$ cat src/hw/rtl/ilbp_rotation_min_histogram_assert.svh
// Assertion macros shared by the RTL files.
// ILBP_ASSERT checks a property at every clock edge outside reset.
// ILBP_ASSERT_NEXT checks that a condition holds in the cycle after a trigger.
// Both expect signals named clk and rst_n in the calling scope.
`ifndef ILBP_ROTATION_MIN_HISTOGRAM_ASSERT_SVH
`define ILBP_ROTATION_MIN_HISTOGRAM_ASSERT_SVH

`ifndef NO_ASSERTIONS
`define ILBP_ASSERT(label, prop) \
  label: assert property (@(posedge clk) disable iff (!rst_n) (prop)) \
    else $error("ilbp assertion failed");
`define ILBP_ASSERT_NEXT(label, trig, cons) \
  label: assert property (@(posedge clk) disable iff (!rst_n) (trig) |=> (cons)) \
    else $error("ilbp assertion failed one cycle after trigger");
`else
`define ILBP_ASSERT(label, prop)
`define ILBP_ASSERT_NEXT(label, trig, cons)
`endif

`endif

$ cat src/hw/rtl/ilbp_pkg.sv
package ilbp_pkg;

  localparam int PIX_W    = 8;
  localparam int BIN_W    = 9;
  localparam int CODE_W   = 9;
  localparam int BCNT_W   = 21;
  localparam int OP_W     = 2;
  localparam int CFG_W    = 11;
  localparam int WIN_N    = 9;
  localparam int SUM_W    = 12;

  localparam int IN_TDATA_W  = 24;
  localparam int OUT_TDATA_W = 32;

  localparam logic [OP_W-1:0] OP_PUSH  = 2'd0;
  localparam logic [OP_W-1:0] OP_READ  = 2'd1;
  localparam logic [OP_W-1:0] OP_CLEAR = 2'd2;

  localparam logic [CFG_W-1:0] WIDTH_RST = 11'd1024;
  localparam int MIN_WIDTH = 3;
  localparam logic [1:0] ROW_FULL = 2'd2;
  localparam int COL_FIRST_FULL = 2;

  // Histogram: two bins per memory row, one valid flop per row.
  localparam int HIST_ROWS = 256;
  localparam int ROW_AW    = 8;

  // Output queue sizing; also the credit limit on words in flight.
  localparam int OQ_DEPTH = 8;
  localparam int OQ_PTR_W = 3;
  localparam int OQ_CNT_W = 4;

  typedef enum logic [1:0] {
    HC_NONE  = 2'd0,
    HC_INC   = 2'd1,
    HC_READ  = 2'd2,
    HC_CLEAR = 2'd3
  } hist_cmd_t;

  typedef struct packed {
    logic            valid;
    logic [OP_W-1:0] op;
    logic [BIN_W-1:0] bin;
    logic            full;
  } pipe_t;

  typedef struct packed {
    logic             valid;
    hist_cmd_t        cmd;
    logic [BIN_W-1:0] bin;
  } hist_req_t;

  typedef struct packed {
    logic              kind;
    logic [CODE_W-1:0] code;
    logic [BCNT_W-1:0] count;
  } res_t;

  typedef struct packed {
    logic                valid;
    logic                done;
    logic [OQ_CNT_W-1:0] level;
  } q_stat_t;

endpackage

$ cat src/hw/rtl/ilbp_outq.sv
module ilbp_outq (
  input  logic                clk,
  input  logic                rst_n,
  input  logic                push_i,
  input  ilbp_pkg::res_t      data_i,
  input  logic                ready_i,
  output ilbp_pkg::res_t      data_o,
  output ilbp_pkg::q_stat_t   stat_o
);

  localparam int PTRW = ilbp_pkg::OQ_PTR_W;
  localparam int CNTW = ilbp_pkg::OQ_CNT_W;

  ilbp_pkg::res_t q_r [ilbp_pkg::OQ_DEPTH];
  logic [PTRW-1:0] wr_ptr_r, rd_ptr_r;
  logic [CNTW-1:0] cnt_r;
  logic            pop;

  assign stat_o.valid = (cnt_r != '0);
  assign stat_o.level = cnt_r;
  assign pop          = stat_o.valid && ready_i;
  assign stat_o.done  = pop;
  assign data_o       = q_r[rd_ptr_r];

  always_ff @(posedge clk) begin
    if (push_i) begin
      q_r[wr_ptr_r] <= data_i;
    end
  end

  always_ff @(posedge clk) begin
    if (!rst_n) begin
      wr_ptr_r <= '0;
      rd_ptr_r <= '0;
      cnt_r    <= '0;
    end else begin
      if (push_i) begin
        wr_ptr_r <= wr_ptr_r + PTRW'(1);
      end
      if (pop) begin
        rd_ptr_r <= rd_ptr_r + PTRW'(1);
      end
      cnt_r <= cnt_r + CNTW'(push_i) - CNTW'(pop);
    end
  end

endmodule

$ cat config.mk
export PLATFORM = sky130hd
export DESIGN_NAME = ilbp_outq
export DESIGN_NICKNAME = d
export VERILOG_FILES = /design/src/hw/rtl/ilbp_rotation_min_histogram_assert.svh /design/src/hw/rtl/ilbp_pkg.sv /design/src/hw/rtl/ilbp_outq.sv
export SDC_FILE = /design/constraint.sdc
export NUM_CORES = 1
export LEC_CHECK = 0
export BUFFER_PORTS_ARGS = -buffer_cell sky130_fd_sc_hd__buf_2
export CORE_AREA = 2 2 146 148
export DETAILED_ROUTE_END_ITERATION = 10
export DIE_AREA = 0 0 148 150
export PLACE_DENSITY = 0.75
export SLEW_MARGIN = 25
export SYNTH_ARGS = -nofsm -noshare
export SYNTH_HDL_FRONTEND = slang
export SYNTH_SLANG_ARGS = --single-unit
$ cat constraint.sdc
create_clock -name clk -period 3.5 [get_ports clk]
set_input_delay 0.35 -clock clk [delete_from_list [all_inputs] [get_ports clk]]
set_output_delay 0.35 -clock clk [all_outputs]
set_load 0.05 [all_outputs]
# ---- Word-level counts from Yosys, hierarchy flattened
# Memories as Yosys holds them, arrays and structs flattened. A register that Yosys moved wholly into a read port is not among the register bits.
# Index checks and enable logic that the tools add are counted.
dict set report word_totals {
  register_bits 10
  mem_bits_rw 248
  output_inout_bits 37
  word_cells 14
  n_memories 1
}
dict set report classes {
  n_addsub 4
  muxes 4
  n_reduce_logical 2
}
# name words width read_ports rd_ports_with_merged_regs wr line_no
set memory_table {}
lappend memory_table {q_r 8 31 1 1 1 ilbp_outq.sv:14} ;# ilbp_pkg::res_t q_r [ilbp_pkg::OQ_DEPTH];
# op count
set op_table {}
lappend op_table {{adder 3 x 1 -> 3 bit (second input constant)} 2}
lappend op_table {{2-to-1 mux 3 bit} 2}
lappend op_table {{adder 4 x 1 -> 4 bit} 1}
lappend op_table {{nonzero test 4 bit} 1}
lappend op_table {{subtractor 4 x 1 -> 4 bit} 1}
lappend op_table {{2-to-1 mux 1 bit} 2}
lappend op_table {{logical AND 1 bit} 1}

# ---- Logic depth before layout (Yosys ltp)
dict set report logic_depth {
  word_depth 4
  mapped_depth 10
  ltp_nobuf 10
}

# ---- Worst setup path after synthesis
# OpenSTA, ideal clock, no wires.
dict set report synth_path {
  kind {reg-to-reg}
  start {register wr_ptr_r[2]}
  end {memory q_r[0][0] in the netlist's numbering (enable)}
  arrival_time_ns 2.634
  t_required_ns 3.042
  setup_slack_ns 0.408
  path_stages_with_launch 3
  period_less_slack_ns 3.092
  path_cell_list {dfxtp_1 > nand2b_1 > nor3_1}
}
# item line_no
set synth_lines {}
lappend synth_lines {{from (decl)} ilbp_outq.sv:15} ;# logic [PTRW-1:0] wr_ptr_r, rd_ptr_r;
lappend synth_lines {{from (signal assigned)} ilbp_outq.sv:38} ;# wr_ptr_r <= wr_ptr_r + PTRW'(1);
lappend synth_lines {{to (decl)} ilbp_outq.sv:14}
# No word-level cell before the write port.

==> impl_metrics.yaml <==
status:
  outcome: "finished clean"
clocking:
  cts_setup_buffers: 0
  clkSlewWorstSetupHoldPaths_ns: 0.06
  ctsResizeCount: 0
  clk-insertion-delay-late_ns: 0.51
  clk_path_buf_depth: 3
  cts_hold_buf: 0
  cts_tree: "yes"
  cts-root-buf: "clkbuf_16"
  cts-htree-levels: 1
  clock-sinks: 261
  cts_buffers: 25
route:
  drt_iter0_drc: 304
  viasPerCell: 5.57
  wl_per_cell_um: 21.4
  via_count: 4570
  totalWireLength_um: 17500
  first_pass_iters: 4
  post-route-drc-count: 0
  ant_nets: 0
pwr:
  p_total_uw: 7830
  swShare: 0.267
  netSwitchingPower_uw: 2090
  peakVddDrop_v: 0.000532
  combPwrFrac: 0.190
  pwr_density_cell_mw_per_mm2: 661
  clock_power_share: 0.349
  intPower_uw: 5740
  seq_power_share: 0.461
  p_leak_uw: 0.00397
global_routing:
  grtUsageTotal: 0.160
  antenna_found_initial: 1
  grt_pass1_vias: 4727
  overflow: 0
  grt_max_degree: 49
  grt_first_pass_wirelength_um: 26700
placed_design:
  hpwlAfterDp_um: 10300
  gp_congestion: 0.700
  io_buffers: 71
synthesis:
  synth_top_area_frac: 0.729
  synth-edff-count: 248
  syn_area_mm2: 0.0102
  ys_seq_elements: 261
  synth_flop_cell: "edfxtp_1"
  synth_cell_type_count: 26
  synthTopCellsByCount: "248 x edfxtp_1, 62 x mux4_1, 31 x mux2_2"
  yosys.area.top_type: "edfxtp_1"
  synth_area_leaders: "edfxtp_1 73%, mux4_1 16%, mux2_2 3.4%, dfxtp_1 2.5%, buf_6 0.77%"
  synth_nets: 474
  syn_inst: 432
  syn_avg_cell_area_um2: 23.6
  synth-async-reset-ratio: 0
  synth_most_common_cell: "edfxtp_1"
  synth_sequential_area_ratio: 0.755
  yosysWarnings: 0
timing:
  setup_violations: 0
  skew_ns: 0.0138
  worst_pin_slew_ns: 0.880
  fin_crit_sh: 0.848
  drv_slew: 0
  slew_headroom: 0.412
  rsz0062_at_grt: "false"
  fmax_mhz: 337
  fin_crit_ns: 2.97
  finalHoldViolCount: 0
  tns_ns: 0
floorplan:
  rows: 53
  dieArea_mm2: 0.0222
  start_util: 0.494
  core_area_mm2: 0.0207
  die_h_um: 150
  die_w_um: 148
  ios: 72
finish:
  antenna_cells: 0
  fillers: 1489
  final_nets: 570
  syn_to_final_growth_pct: 16.0
  drive_gt1_frac: 0.308
worst_setup_path:
  cp.arrival_ns: 2.62
  path_class: "reg2out"
  cpPeakStageDelay_ns: 0.69
  crit_path_cell_trace: "buf_12 -> mux4_1 -> mux2_2 -> buf_2"
  worstPathMaxFanout: 32
  critPathCaptureType: "output pin"
  cp_slowest_cell: "dfxtp_4"
  cp-start-kind: "register"
  required_ns: 3.15
  rr_worst_depth: 10
run:
  maxCapViolCount: 0
min_path:
  hp-class: "in2reg"
  whs_path_depth: 1
-- cell usage in the layout (no fill, tap or decap), drive strengths merged --
| master | netlist | final |
|---|---|---|
| inv | 5 | 5 |
| edfxtp | 248 | 248 |
| fa | 1 | 1 |
| and3 | 1 | 1 |
| xnor2 | 2 | 2 |
| mux2 | 31 | 31 |
| clkinvlp | 0 | 2 |
| nor2b | 2 | 2 |
| nand4b | 1 | 1 |
| nand2 | 9 | 9 |
| nor3 | 2 | 2 |
| and2 | 4 | 4 |
| xor2 | 1 | 1 |
| a21oi | 1 | 1 |
| clkinv | 0 | 8 |
| o21ai | 2 | 2 |
| mux4 | 62 | 62 |
| or3b | 1 | 1 |
| mux2i | 7 | 7 |
| dfxtp | 13 | 13 |
| ha | 6 | 6 |
| buf | 10 | 88 |
| bufinv | 0 | 5 |
| nand2b | 6 | 6 |
| a21o | 1 | 1 |
| nor2 | 7 | 7 |
| clkbuf | 9 | 29 |
-- worst paths after layout --
kind              slack, ns           to        start
hold reg to reg        0.48  rd_ptr_r[2]  rd_ptr_r[2]
setup reg to reg       1.31     cnt_r[3]     cnt_r[2]
hold / removal         0.10   q_r[7][28]   data_i[28]
setup / recovery       0.53    data_o[1]     register
-- flip-flops by register name, summed over array words and instances (netlist names), named ones only --
| signal | count |
|---|---|
| wr_ptr_r | 3 |
| q_r | 248 |
| cnt_r | 4 |
| rd_ptr_r | 3 |
-- kinds of logic (layout without fill, tap and decap cells) --
| kind of cell | after synthesis | count (layout) | synth area share |
|---|---|---|---|
| multiplexers | 100 | 100 | 0.201 |
| buffers and inverters | 24 | 137 | 0.0143 |
| AND/OR/NAND/NOR | 33 | 33 | 0.0165 |
| flip-flops | 261 | 261 | 0.755 |
| adder cells (fa/ha/maj) | 7 | 7 | 0.00931 |
| XOR/XNOR | 3 | 3 | 0.00257 |
| AO/OA/AOI/OAI | 4 | 4 | 0.00220 |
-- worst max-delay path: cells and delay by family (launching register included) --
kind	cells	cell delay, ns
mux	2	0.87
buf+inv	2	0.51
flops	1	0.69
-- routing by layer --
metal  up-vias  share of wire  track usage
met2       105           0.51        0.277
met4         2          0.019       0.0443
met3        28          0.041       0.0274
met1      2385           0.43        0.212
met5         -        0.00074            0
li1       2050              -            -
-- area by class of cell --
| cell class | instances | area (µm²) | area share |
|---|---|---|---|
| inverter | 5 | 18.8 | 0.00158 |
| clock inverter | 15 | 205 | 0.0173 |
| sequential | 261 | 7710 | 0.651 |
| clock buffer | 29 | 641 | 0.0541 |
| tap | 275 | 344 | 0.0290 |
| timing repair buffer | 88 | 508 | 0.0429 |
| multi-input combinational | 147 | 2420 | 0.204 |
-- stage by stage --
| step | instances | setup slack, ns | cell area, µm² | hold slack (ns) | util |
|---|---|---|---|---|---|
| after floorplan | 432 | 0.408 | 10200 | 0.449 | - |
| after global placement | 776 | 1.04 | 11000 | 0.462 | 0.532 |
| after detailed placement | 776 | 1.04 | 11000 | 0.472 | 0.532 |
| after CTS | 820 | 0.488 | 11800 | 0.0867 | 0.573 |
| after global routing | 820 | 0.446 | 11800 | 0.113 | 0.573 |
| final | 820 | 0.534 | 11800 | 0.104 | 0.573 |
-- power groups by stage --
stage | clock [µW] | combinational [µW] | sequential (µW)
after floorplan | 0 | 1150 | 3690
after global placement | 0 | 1480 | 3670
after detailed placement | 0 | 1500 | 3670
after CTS | 2780 | 1510 | 3610
after global routing | 2910 | 1580 | 3620
final | 2730 | 1490 | 3610
Note: power is estimated with default switching activity, not from simulation.
