[src/hw/rtl/ilbp_rotation_min_histogram_assert.svh]
// Assertion macros shared by the RTL files.
// ILBP_ASSERT checks a property at every clock edge outside reset.
// ILBP_ASSERT_NEXT checks that a condition holds in the cycle after a trigger.
// Both expect signals named clk and rst_n in the calling scope.
`ifndef ILBP_ROTATION_MIN_HISTOGRAM_ASSERT_SVH
`define ILBP_ROTATION_MIN_HISTOGRAM_ASSERT_SVH

`ifndef NO_ASSERTIONS
`define ILBP_ASSERT(label, prop) \
  label: assert property (@(posedge clk) disable iff (!rst_n) (prop)) \
    else $error("ilbp assertion failed");
`define ILBP_ASSERT_NEXT(label, trig, cons) \
  label: assert property (@(posedge clk) disable iff (!rst_n) (trig) |=> (cons)) \
    else $error("ilbp assertion failed one cycle after trigger");
`else
`define ILBP_ASSERT(label, prop)
`define ILBP_ASSERT_NEXT(label, trig, cons)
`endif

`endif

[src/hw/rtl/ilbp_pkg.sv]
package ilbp_pkg;

  localparam int PIX_W    = 8;
  localparam int BIN_W    = 9;
  localparam int CODE_W   = 9;
  localparam int BCNT_W   = 21;
  localparam int OP_W     = 2;
  localparam int CFG_W    = 11;
  localparam int WIN_N    = 9;
  localparam int SUM_W    = 12;

  localparam int IN_TDATA_W  = 24;
  localparam int OUT_TDATA_W = 32;

  localparam logic [OP_W-1:0] OP_PUSH  = 2'd0;
  localparam logic [OP_W-1:0] OP_READ  = 2'd1;
  localparam logic [OP_W-1:0] OP_CLEAR = 2'd2;

  localparam logic [CFG_W-1:0] WIDTH_RST = 11'd1024;
  localparam int MIN_WIDTH = 3;
  localparam logic [1:0] ROW_FULL = 2'd2;
  localparam int COL_FIRST_FULL = 2;

  // Histogram: two bins per memory row, one valid flop per row.
  localparam int HIST_ROWS = 256;
  localparam int ROW_AW    = 8;

  // Output queue sizing; also the credit limit on words in flight.
  localparam int OQ_DEPTH = 8;
  localparam int OQ_PTR_W = 3;
  localparam int OQ_CNT_W = 4;

  typedef enum logic [1:0] {
    HC_NONE  = 2'd0,
    HC_INC   = 2'd1,
    HC_READ  = 2'd2,
    HC_CLEAR = 2'd3
  } hist_cmd_t;

  typedef struct packed {
    logic            valid;
    logic [OP_W-1:0] op;
    logic [BIN_W-1:0] bin;
    logic            full;
  } pipe_t;

  typedef struct packed {
    logic             valid;
    hist_cmd_t        cmd;
    logic [BIN_W-1:0] bin;
  } hist_req_t;

  typedef struct packed {
    logic              kind;
    logic [CODE_W-1:0] code;
    logic [BCNT_W-1:0] count;
  } res_t;

  typedef struct packed {
    logic                valid;
    logic                done;
    logic [OQ_CNT_W-1:0] level;
  } q_stat_t;

endpackage

[src/hw/rtl/ilbp_code.sv]
module ilbp_code (
  input  logic                       clk,
  input  logic                       rst_n,
  input  ilbp_pkg::pipe_t            s1_i,
  input  logic [ilbp_pkg::PIX_W-1:0] top_i,
  input  logic [ilbp_pkg::PIX_W-1:0] mid_i,
  input  logic [ilbp_pkg::PIX_W-1:0] bot_i,
  output ilbp_pkg::hist_req_t        req_o
);

  localparam int PW = ilbp_pkg::PIX_W;
  localparam int SW = ilbp_pkg::SUM_W;
  localparam int N  = ilbp_pkg::WIN_N;
  localparam int CDW = ilbp_pkg::CODE_W;

  function automatic logic [CDW-1:0] rot_min9(input logic [CDW-1:0] c);
    logic [CDW-1:0] best;
    logic [CDW-1:0] v;
    best = c;
    v = c;
    for (int k = 1; k < CDW; k++) begin
      v = {v[CDW-2:0], v[CDW-1]};
      if (v < best) begin
        best = v;
      end
    end
    return best;
  endfunction

  logic [PW-1:0]  win_r  [N];
  logic [PW-1:0]  win3_r [N];
  logic [SW-1:0]  sum3_r;
  logic [CDW-1:0] code4_r;
  ilbp_pkg::pipe_t c2_r, c3_r, c4_r;

  logic           shift;
  logic [SW-1:0]  sum_nxt;
  logic [CDW-1:0] code_nxt;
  logic [CDW-1:0] rmin;

  assign shift = s1_i.valid && (s1_i.op == ilbp_pkg::OP_PUSH);

  // Shift the window left and insert the new column on every pushed pixel.
  always_ff @(posedge clk) begin
    if (!rst_n) begin
      for (int i = 0; i < N; i++) begin
        win_r[i] <= '0;
      end
    end else if (shift) begin
      for (int r = 0; r < 3; r++) begin
        win_r[r*3]   <= win_r[r*3+1];
        win_r[r*3+1] <= win_r[r*3+2];
      end
      win_r[2] <= top_i;
      win_r[5] <= mid_i;
      win_r[8] <= bot_i;
    end
  end

  always_comb begin
    sum_nxt = '0;
    for (int i = 0; i < N; i++) begin
      sum_nxt = sum_nxt + SW'(win_r[i]);
    end
  end

  // Pixel above mean, exactly: 9*p > sum. Top-left lands in the MSB.
  always_comb begin
    logic [SW-1:0] p9;
    code_nxt = '0;
    for (int i = 0; i < N; i++) begin
      p9 = {win3_r[i], 3'b000} + SW'(win3_r[i]);
      code_nxt[N-1-i] = (p9 > sum3_r);
    end
  end

  always_ff @(posedge clk) begin
    sum3_r  <= sum_nxt;
    win3_r  <= win_r;
    code4_r <= code_nxt;
  end

  always_ff @(posedge clk) begin
    if (!rst_n) begin
      c2_r.valid <= 1'b0;
      c3_r.valid <= 1'b0;
      c4_r.valid <= 1'b0;
    end else begin
      c2_r <= s1_i;
      c3_r <= c2_r;
      c4_r <= c3_r;
    end
  end

  assign rmin = rot_min9(code4_r);

  always_comb begin
    req_o.valid = c4_r.valid;
    req_o.bin   = c4_r.bin;
    case (c4_r.op)
      ilbp_pkg::OP_PUSH: begin
        req_o.cmd = c4_r.full ? ilbp_pkg::HC_INC : ilbp_pkg::HC_NONE;
        req_o.bin = rmin;
      end
      ilbp_pkg::OP_READ:  req_o.cmd = ilbp_pkg::HC_READ;
      ilbp_pkg::OP_CLEAR: req_o.cmd = ilbp_pkg::HC_CLEAR;
      default:            req_o.cmd = ilbp_pkg::HC_NONE;
    endcase
  end

endmodule

[config.mk]
export PLATFORM = sky130hd
export DESIGN_NAME = ilbp_code
export DESIGN_NICKNAME = d
export VERILOG_FILES = /design/src/hw/rtl/ilbp_rotation_min_histogram_assert.svh /design/src/hw/rtl/ilbp_pkg.sv /design/src/hw/rtl/ilbp_code.sv
export SDC_FILE = /design/constraint.sdc
export NUM_CORES = 1
export LEC_CHECK = 0
export BUFFER_PORTS_ARGS = -buffer_cell sky130_fd_sc_hd__clkbuf_2
export CORE_ASPECT_RATIO = 0.5
export CORE_MARGIN = 2
export CORE_UTILIZATION = 35
export CTS_CLUSTER_SIZE = 24
export DETAILED_ROUTE_END_ITERATION = 7
export PLACE_DENSITY_LB_ADDON = 0.2
export RECOVER_POWER = 25
export SETUP_SLACK_MARGIN = 0.15
export SYNTH_ARGS = -nofsm -noshare
export SYNTH_HDL_FRONTEND = slang
export SYNTH_SLANG_ARGS = --single-unit
[constraint.sdc]
create_clock -name clk -period 47.2 [get_ports clk]
set_clock_uncertainty 0.1 [all_clocks]
set_input_delay 7.08 -clock clk [delete_from_list [all_inputs] [get_ports clk]]
set_output_delay 7.08 -clock clk [all_outputs]
set_load 0.03 [all_outputs]
### After elaboration in Yosys (flattened, before gate mapping)

Index checks and enable logic that the tools add are counted.
Widths: inputs -> output; s select.

| cells by class | value |
|---|---|
| muxes and demuxes | 11 |
| magnitude comparators | 17 |
| equal/unequal tests | 2 |
| reduce and logical (&&, ||, !) cells | 3 |
| $add $sub $neg | 17 |

Operator list:

| cell | count |
|---|---|
| $add 11x8->12 | 10 |
| $gt 12x12->1 | 9 |
| $mux 9 | 9 |
| $lt 9x9->1 | 8 |
| $add 12x8->12 | 4 |
| $add 10x8->11 | 1 |
| $add 9x8->10 | 1 |
| $add 8x8->9 | 1 |
| $pmux 2 s3 | 1 |
| $logic_not 2->1 | 2 |
| $eq 2x1->1 const B | 1 |
| $eq 2x2->1 const B | 1 |
| $logic_and 1x1->1 | 1 |
| $mux 1 | 1 |

| word-level totals | value |
|---|---|
| output and inout bits | 12 |
| input bits | 39 |
| register bits after elaboration | 204 |
| logic and storage cells | 82 |

### Depth between registers and ports, before layout

Gate-level depths: netlist of run 1.

| logic depth | value |
|---|---|
| depth in word-level cells | 17 |
| mapped depth | 87 |

### Worst setup path before layout of run 1

Ideal clock, no wire load.

| path | value |
|---|---|
| path kind | reg-to-output |
| start point | register code4_r[7] |
| end point | output port req_o[6] (netlist bit) |
| path slack | 25164 ps |
| stages on the path, launching flop included | 78 |
| arrival time | 14856 ps |
| path through | dfxtp_1 > clkbuf_1 > clkinv_1 > ha_1 > nand4_1 > o311ai_1 > or2_1 > buf_2 > buf_1 > nor2_1 > a21oi_1 > ha_1 > a21oi_1 > nand3_1 > a211o_1 > a311oi_1 > a221oi_4 > clkbuf_1 > [... 42 more ...] > a21oi_4 > buf_2 > a21oi_1 > ha_1 > a21o_1 > a21o_1 > a211oi_1 > o21ai_2 > buf_4 > mux2_2 > ha_1 > a21o_1 > a21o_1 > a21oi_1 > o21ai_0 > nand2_1 > nand3_4 > a221oi_2 |

RTL lines:

| item | line | RTL |
|---|---|---|
| start, declared | ilbp_code.sv:33 | `logic [CDW-1:0] code4_r;` |
| start signal, assigned | ilbp_code.sv:80 | `code4_r <= code_nxt;` |
| end, declared | ilbp_code.sv:8 | `output ilbp_pkg::hist_req_t req_o` |

==> metrics.md, run 1 <==
| Metric | Value |
|---|---|
| Avg Vias per Cell | 4.989 |
| CTS H-tree lvls | 1 |
| Crit path top cell by count | ha_1 |
| Total grt overflow | 0 |
| Largest net degree at the start of global routing | 90 |
| Min-delay worst type | reg2reg |
| Placement Setup Slack | 23.67 ns |
| Nets | 1831 |
| Syn Inst Count | 1469 |
| Number of synthesized flops with an enable pin | 36 |
| DR top layer | met4 |
| I/O pins | 51 |
| Fin crit share | 0.5122 |
| CTS tree | built |
| Synth Cell Area | 0.01415 mm^2 |
| Sequential share of the synthesized area | 0.3140 |
| Clock-pin slew on the worst setup and hold paths | 0.06 ns |
| CTS root buffer | clkbuf_16 |
| Post-Route M1 WL | 18260 um |
| Ys flop type | dfxtp_1 |
| Slowest CP cell | dfxtp_1 |
| Status | finished clean |
| Met2 routed wirelength | 15240 um |
| Core Rows | 52 |
| Minimum period implied by the final worst setup slack | 24.18 ns |
| Final antenna-violating net count | 0 |
| Share of layout cells above drive strength 1 | 0.08268 |
| DP HPWL | 25990 um |
| CP Class | reg2out |
| All-Layer GR Usage | 0.1686 |
| Yosys warnings | 0 |
| Number of library cell types mapped by synthesis | 70 |
| CP max FO | 19 |
| Port buffer count | 50 |
| Iter 0 DRT Violations | 577 |
| Initial antenna violation count | 0 |
| Die area | 0.04216 mm^2 |
| DR WL/cell | 17.09 um |
| Initial core utilization | 0.3525 |
| Worst Setup Start Kind | flip-flop |
| Postcts setup bufs | 0 |
| Arr. time, crit path | 17.00 ns |
| Die Y | 146.2 um |
| F_max | 0.04136 GHz |
| Hold buffers post-CTS | 0 |
| Post-synth ARST share | 0 |
| Num Clock Sinks | 204 |
| Worst-margin pin slew | 0.8814 ns |
| DRT Pass-1 Iters | 5 |
| First-pass GRT wire length | 56210 um |
| Met3 Wirelength | 1209 um |
| Final wirelength | 35280 um |
| Layout Area Growth over Synthesis | 11.79% |
| Die extent in x | 288.4 um |
| Core area | 0.04014 mm^2 |
| Count of pins over their slew limit | 0 |
| Crit end category | primary output |
| Syn avg cell area | 9.634 um^2 |
| Vias | 10298 |
| TNS Setup | 0 ns |
| Antenna Cells | 0 |
| Max stage delay on crit path | 0.70 ns |
| Vias in the first global route | 10135 |
| Clock latency at the later pin of the worst-skew pair | 0.51 ns |
| Clock Tree Buf Depth | 3 |
| FF+latch count, synth | 204 |
| Routability Congestion | 0.8569 |
| Max Cap Violations | 0 |
| Syn Nets | 1792 |
| # resized after CTS | 0 |
| TritonCTS Buffers | 22 |
| Number of remaining DRC errors | 0 |
| Post-layout worst setup margin | 23.02 ns |
| Req. time, crit path | 40.02 ns |
| Final setup viols | 0 |
| Final hold violations | 0 |
| RSZ-0062 raised after global routing | false |
| Rel. slew slack | 0.4124 |
==> critical path, delay by kind of cell (launching register included) <==
family                   cells  cell delay, ns
AO/OA/AOI/OAI               35            8.97
multiplexers                 3            0.52
buffers and inverters        8            1.18
adder cells (fa/ha/maj)      8            2.54
flip-flops                   1            0.70
AND/OR/NAND/NOR             15            2.58
==> Yosys cell counts, drive strengths merged (3+ instances only) <==
library cell,instances,share of area
o21bai,13,0.0069
mux2,11,0.0093
xor2,20,0.012
ha,221,0.20
and2,6,0.0027
buf,8,0.0033
o21ai,52,0.019
dfxtp,168,0.24
a221oi,13,0.012
xnor2,41,0.025
a21boi,74,0.039
inv,96,0.025
edfxtp,36,0.076
nor2b,24,0.011
nand2b,14,0.0062
nand3,15,0.0062
and3,3,0.0013
mux2i,12,0.0085
nand2,185,0.049
a211o,3,0.0019
o22ai,4,0.0037
a21o,58,0.031
fa,63,0.089
o211ai,3,0.0019
o21a,4,0.0021
nor2,83,0.022
clkinv,5,0.0013
nand4,32,0.014
a2111oi,8,0.0050
clkbuf,35,0.0093
a21oi,95,0.034
o2111a,9,0.0072
a211oi,5,0.0030
nor3,21,0.0074
==> worst paths after layout <==
path | from | to | slack (ns) | cells past startpoint
worst max-delay path | code4_r[7] | req_o[5] | 23.02 | 69
worst min-delay path | win_r[41] | win3_r[41] | 0.27 | 0
worst max register to register | win_r[2] | sum3_r[10] | 42.83 | 15
worst min register to register | win_r[41] | win3_r[41] | 0.27 | 0
==> layer usage <==
metal  vias to the layer above  track usage
met3                        41      0.02156
met2                       160       0.2674
met5                         -            0
met4                         0      0.03472
met1                      4793       0.2451
li1                       5304            -
==> registers in the layout (all words and copies together) (netlist names) <==
signal,flops
win_r,72
sum3_r,12
c3_r,13
req_o,1
win3_r,72
c2_r,13
c4_r,12
code4_r,9
==> placed cells by master (no fill, tap or decap), types with 49 or more instances in the layout <==
cell type | netlist | routed
fa_1 | 63 | 63
a21boi_0 | 73 | 73
a21oi_1 | 94 | 94
dfxtp_1 | 168 | 168
nor2_1 | 83 | 83
a21o_1 | 58 | 58
clkbuf_2 | 0 | 49
inv_1 | 96 | 96
o21ai_0 | 51 | 51
ha_1 | 221 | 221
nand2_1 | 185 | 184
==> cell type report <==
class	instances	area [um^2]
well taps	540	675.6
clock buffers	27	600.6
repair buffers	58	312.8
clock inverters	13	252.7
fillers	3987	24320
multi-input cells	1121	9155
inverters	101	379.1
flip-flops and latches	204	4444
==> cells by family after synthesis <==
logic type	synth area share
xor+xnor	0.03775
flops	0.3140
fa+ha+maj	0.2845
mux	0.01777
simple gates	0.1229
compound gates	0.1837
buf+inv	0.03934
==> metrics by stage <==
stage	hold slack, ns	instance area [um^2]	util	instances
2_1_floorplan	0.2508	14150	-	1469
3_3_place_gp	0.2699	14970	0.3728	2024
3_5_place_dp	0.2608	14970	0.3728	2024
4_1_cts	0.2710	15820	0.3941	2064
5_1_grt	0.2811	15820	0.3941	2064
6_report	0.2719	15820	0.3941	2064
Power of run 1 is not shown: default switching activity piles up to over one toggle a cycle in this logic, so the estimate is an artifact.
==> run 2: changes to the inputs <==
==> constraint.sdc (replaced) <==
create_clock -name clk -period 23.8 [get_ports clk]
set_clock_uncertainty 0.1 [all_clocks]
set_input_delay 3.57 -clock clk [delete_from_list [all_inputs] [get_ports clk]]
set_output_delay 3.57 -clock clk [all_outputs]
set_load 0.03 [all_outputs]
==> run 2 against run 1 <==
Against the previous run:
- critical path depth up 1
- global-route usage grew 0.086 points
- highest routed layer unchanged
- setup slack got worse by 20 ns
- register-to-register slack worse by 24 ns
- via count grew 0.13%
- die area unchanged
- final cell count did not move
==> metrics.md, run 2 (same netlist as run 1, synthesis figures left out) <==
| Metric | Value |
|---|---|
| Max Cap Violations | 0 |
| Die area | 0.04216 mm^2 |
| Num Clock Sinks | 204 |
| TNS Setup | 0 ns |
| All-Layer GR Usage | 0.1694 |
| Top flop regs | win3_r (72), win_r (72) |
| Number of remaining DRC errors | 0 |
| Initial core utilization | 0.3525 |
| Routability Congestion | 0.8430 |
| Clock latency at the later pin of the worst-skew pair | 0.51 ns |
| Placement Setup Slack | 3.684 ns |
| Vias | 10311 |
| Vias in the first global route | 10200 |
| CTS root buffer | clkbuf_16 |
| Worst-margin pin slew | 0.9145 ns |
| Hold buffers post-CTS | 0 |
| Crit end category | primary output |
| Largest net degree at the start of global routing | 94 |
| Clock Tree Buf Depth | 3 |
| Avg Vias per Cell | 4.996 |
| Layout Area Growth over Synthesis | 11.55% |
| Finished Core Util | 0.3932 |
| Min-delay worst type | reg2reg |
| First-pass GRT wire length | 56550 um |
| Most common cell after layout, fill and taps aside | ha_1 |
| Req. time, crit path | 20.13 ns |
| TritonCTS Buffers | 22 |
| CTS H-tree lvls | 1 |
| Status | finished clean |
| Total grt overflow | 0 |
| F_max | 0.04807 GHz |
| Fin crit share | 0.8740 |
| Final wirelength | 34960 um |
| Final hold violations | 0 |
| Die Y | 146.2 um |
| Iter 0 DRT Violations | 556 |
| Rel. slew slack | 0.3904 |
| Post-layout worst setup margin | 2.998 ns |
| CP max FO | 19 |
| Worst Setup Start Kind | flip-flop |
| Slowest CP cell | dfxtp_1 |
| Share of layout cells above drive strength 1 | 0.08333 |
| Arr. time, crit path | 17.13 ns |
| DR WL/cell | 16.94 um |
| CP top delay family | compound AO/OA/AOI/OAI gates |
| Initial antenna violation count | 0 |
| Count of pins over their slew limit | 0 |
| Core Rows | 52 |
| Antenna Cells | 0 |
| Most frequent cells in the layout | ha_1, nand2_1, dfxtp_1 |
| DRT Pass-1 Iters | 5 |
| Minimum period implied by the final worst setup slack | 20.80 ns |
| Final antenna-violating net count | 0 |
| Final setup viols | 0 |
| RSZ-0062 raised after global routing | false |
| Clock-pin slew on the worst setup and hold paths | 0.06 ns |
| I/O pins | 51 |
| Postcts setup bufs | 0 |
| Hold WS | 0.2731 ns |
| Max stage delay on crit path | 0.70 ns |
| CTS tree | built |
| CP Class | reg2out |
| DP HPWL | 25790 um |
| Die extent in x | 288.4 um |
| Port buffer count | 50 |
| # resized after CTS | 0 |
| CP Buf/Inv Count | 7 |
| Nets | 1831 |
| Core area | 0.04014 mm^2 |
[run 2: cell types whose count changed in the layout (fill, tap and decap cells not counted), sizes merged]
cell      previous run  this run
bufinv               7         4
clkbuf              76        79
clkinv               8        10
clkinvlp             2         1
inv                 97        96
[run 2: stage by stage]
step                      instance area, um^2  instances
after global routing                    15790       2064
after global placement                  14970       2024
after floorplan                         14150       1469
after detailed placement                14970       2024
after CTS                               15790       2064
final                                   15790       2064
[run 2: per-layer routing]
layer	vias to the layer above	part of all wire	track usage	wire, um
met4	0	0.021	0.03886	734
li1	5280	-	-	-
met5	-	0	0	0
met2	159	0.43	0.2629	14890
met3	47	0.035	0.01672	1229
met1	4825	0.52	0.2526	18110
[run 2: cell type report]
cell class | instances | area (um^2)
clock buffer | 30 | 663.1
clock inverter | 10 | 156.4
fill | 3996 | 24360
inverter | 101 | 379.1
multi-input combinational | 1121 | 9155
sequential | 204 | 4444
tap | 540 | 675.6
timing repair buffer | 58 | 312.8
[run 2: final timing paths]
kind	from	to	slack (ns)	cells after the start
max	code4_r[7]	req_o[5]	3.00	70
min	win_r[41]	win3_r[41]	0.27	0
max reg2reg	win_r[25]	sum3_r[10]	19.33	17
min reg2reg	win_r[41]	win3_r[41]	0.27	0
Power of run 2 is left out for the same reason.
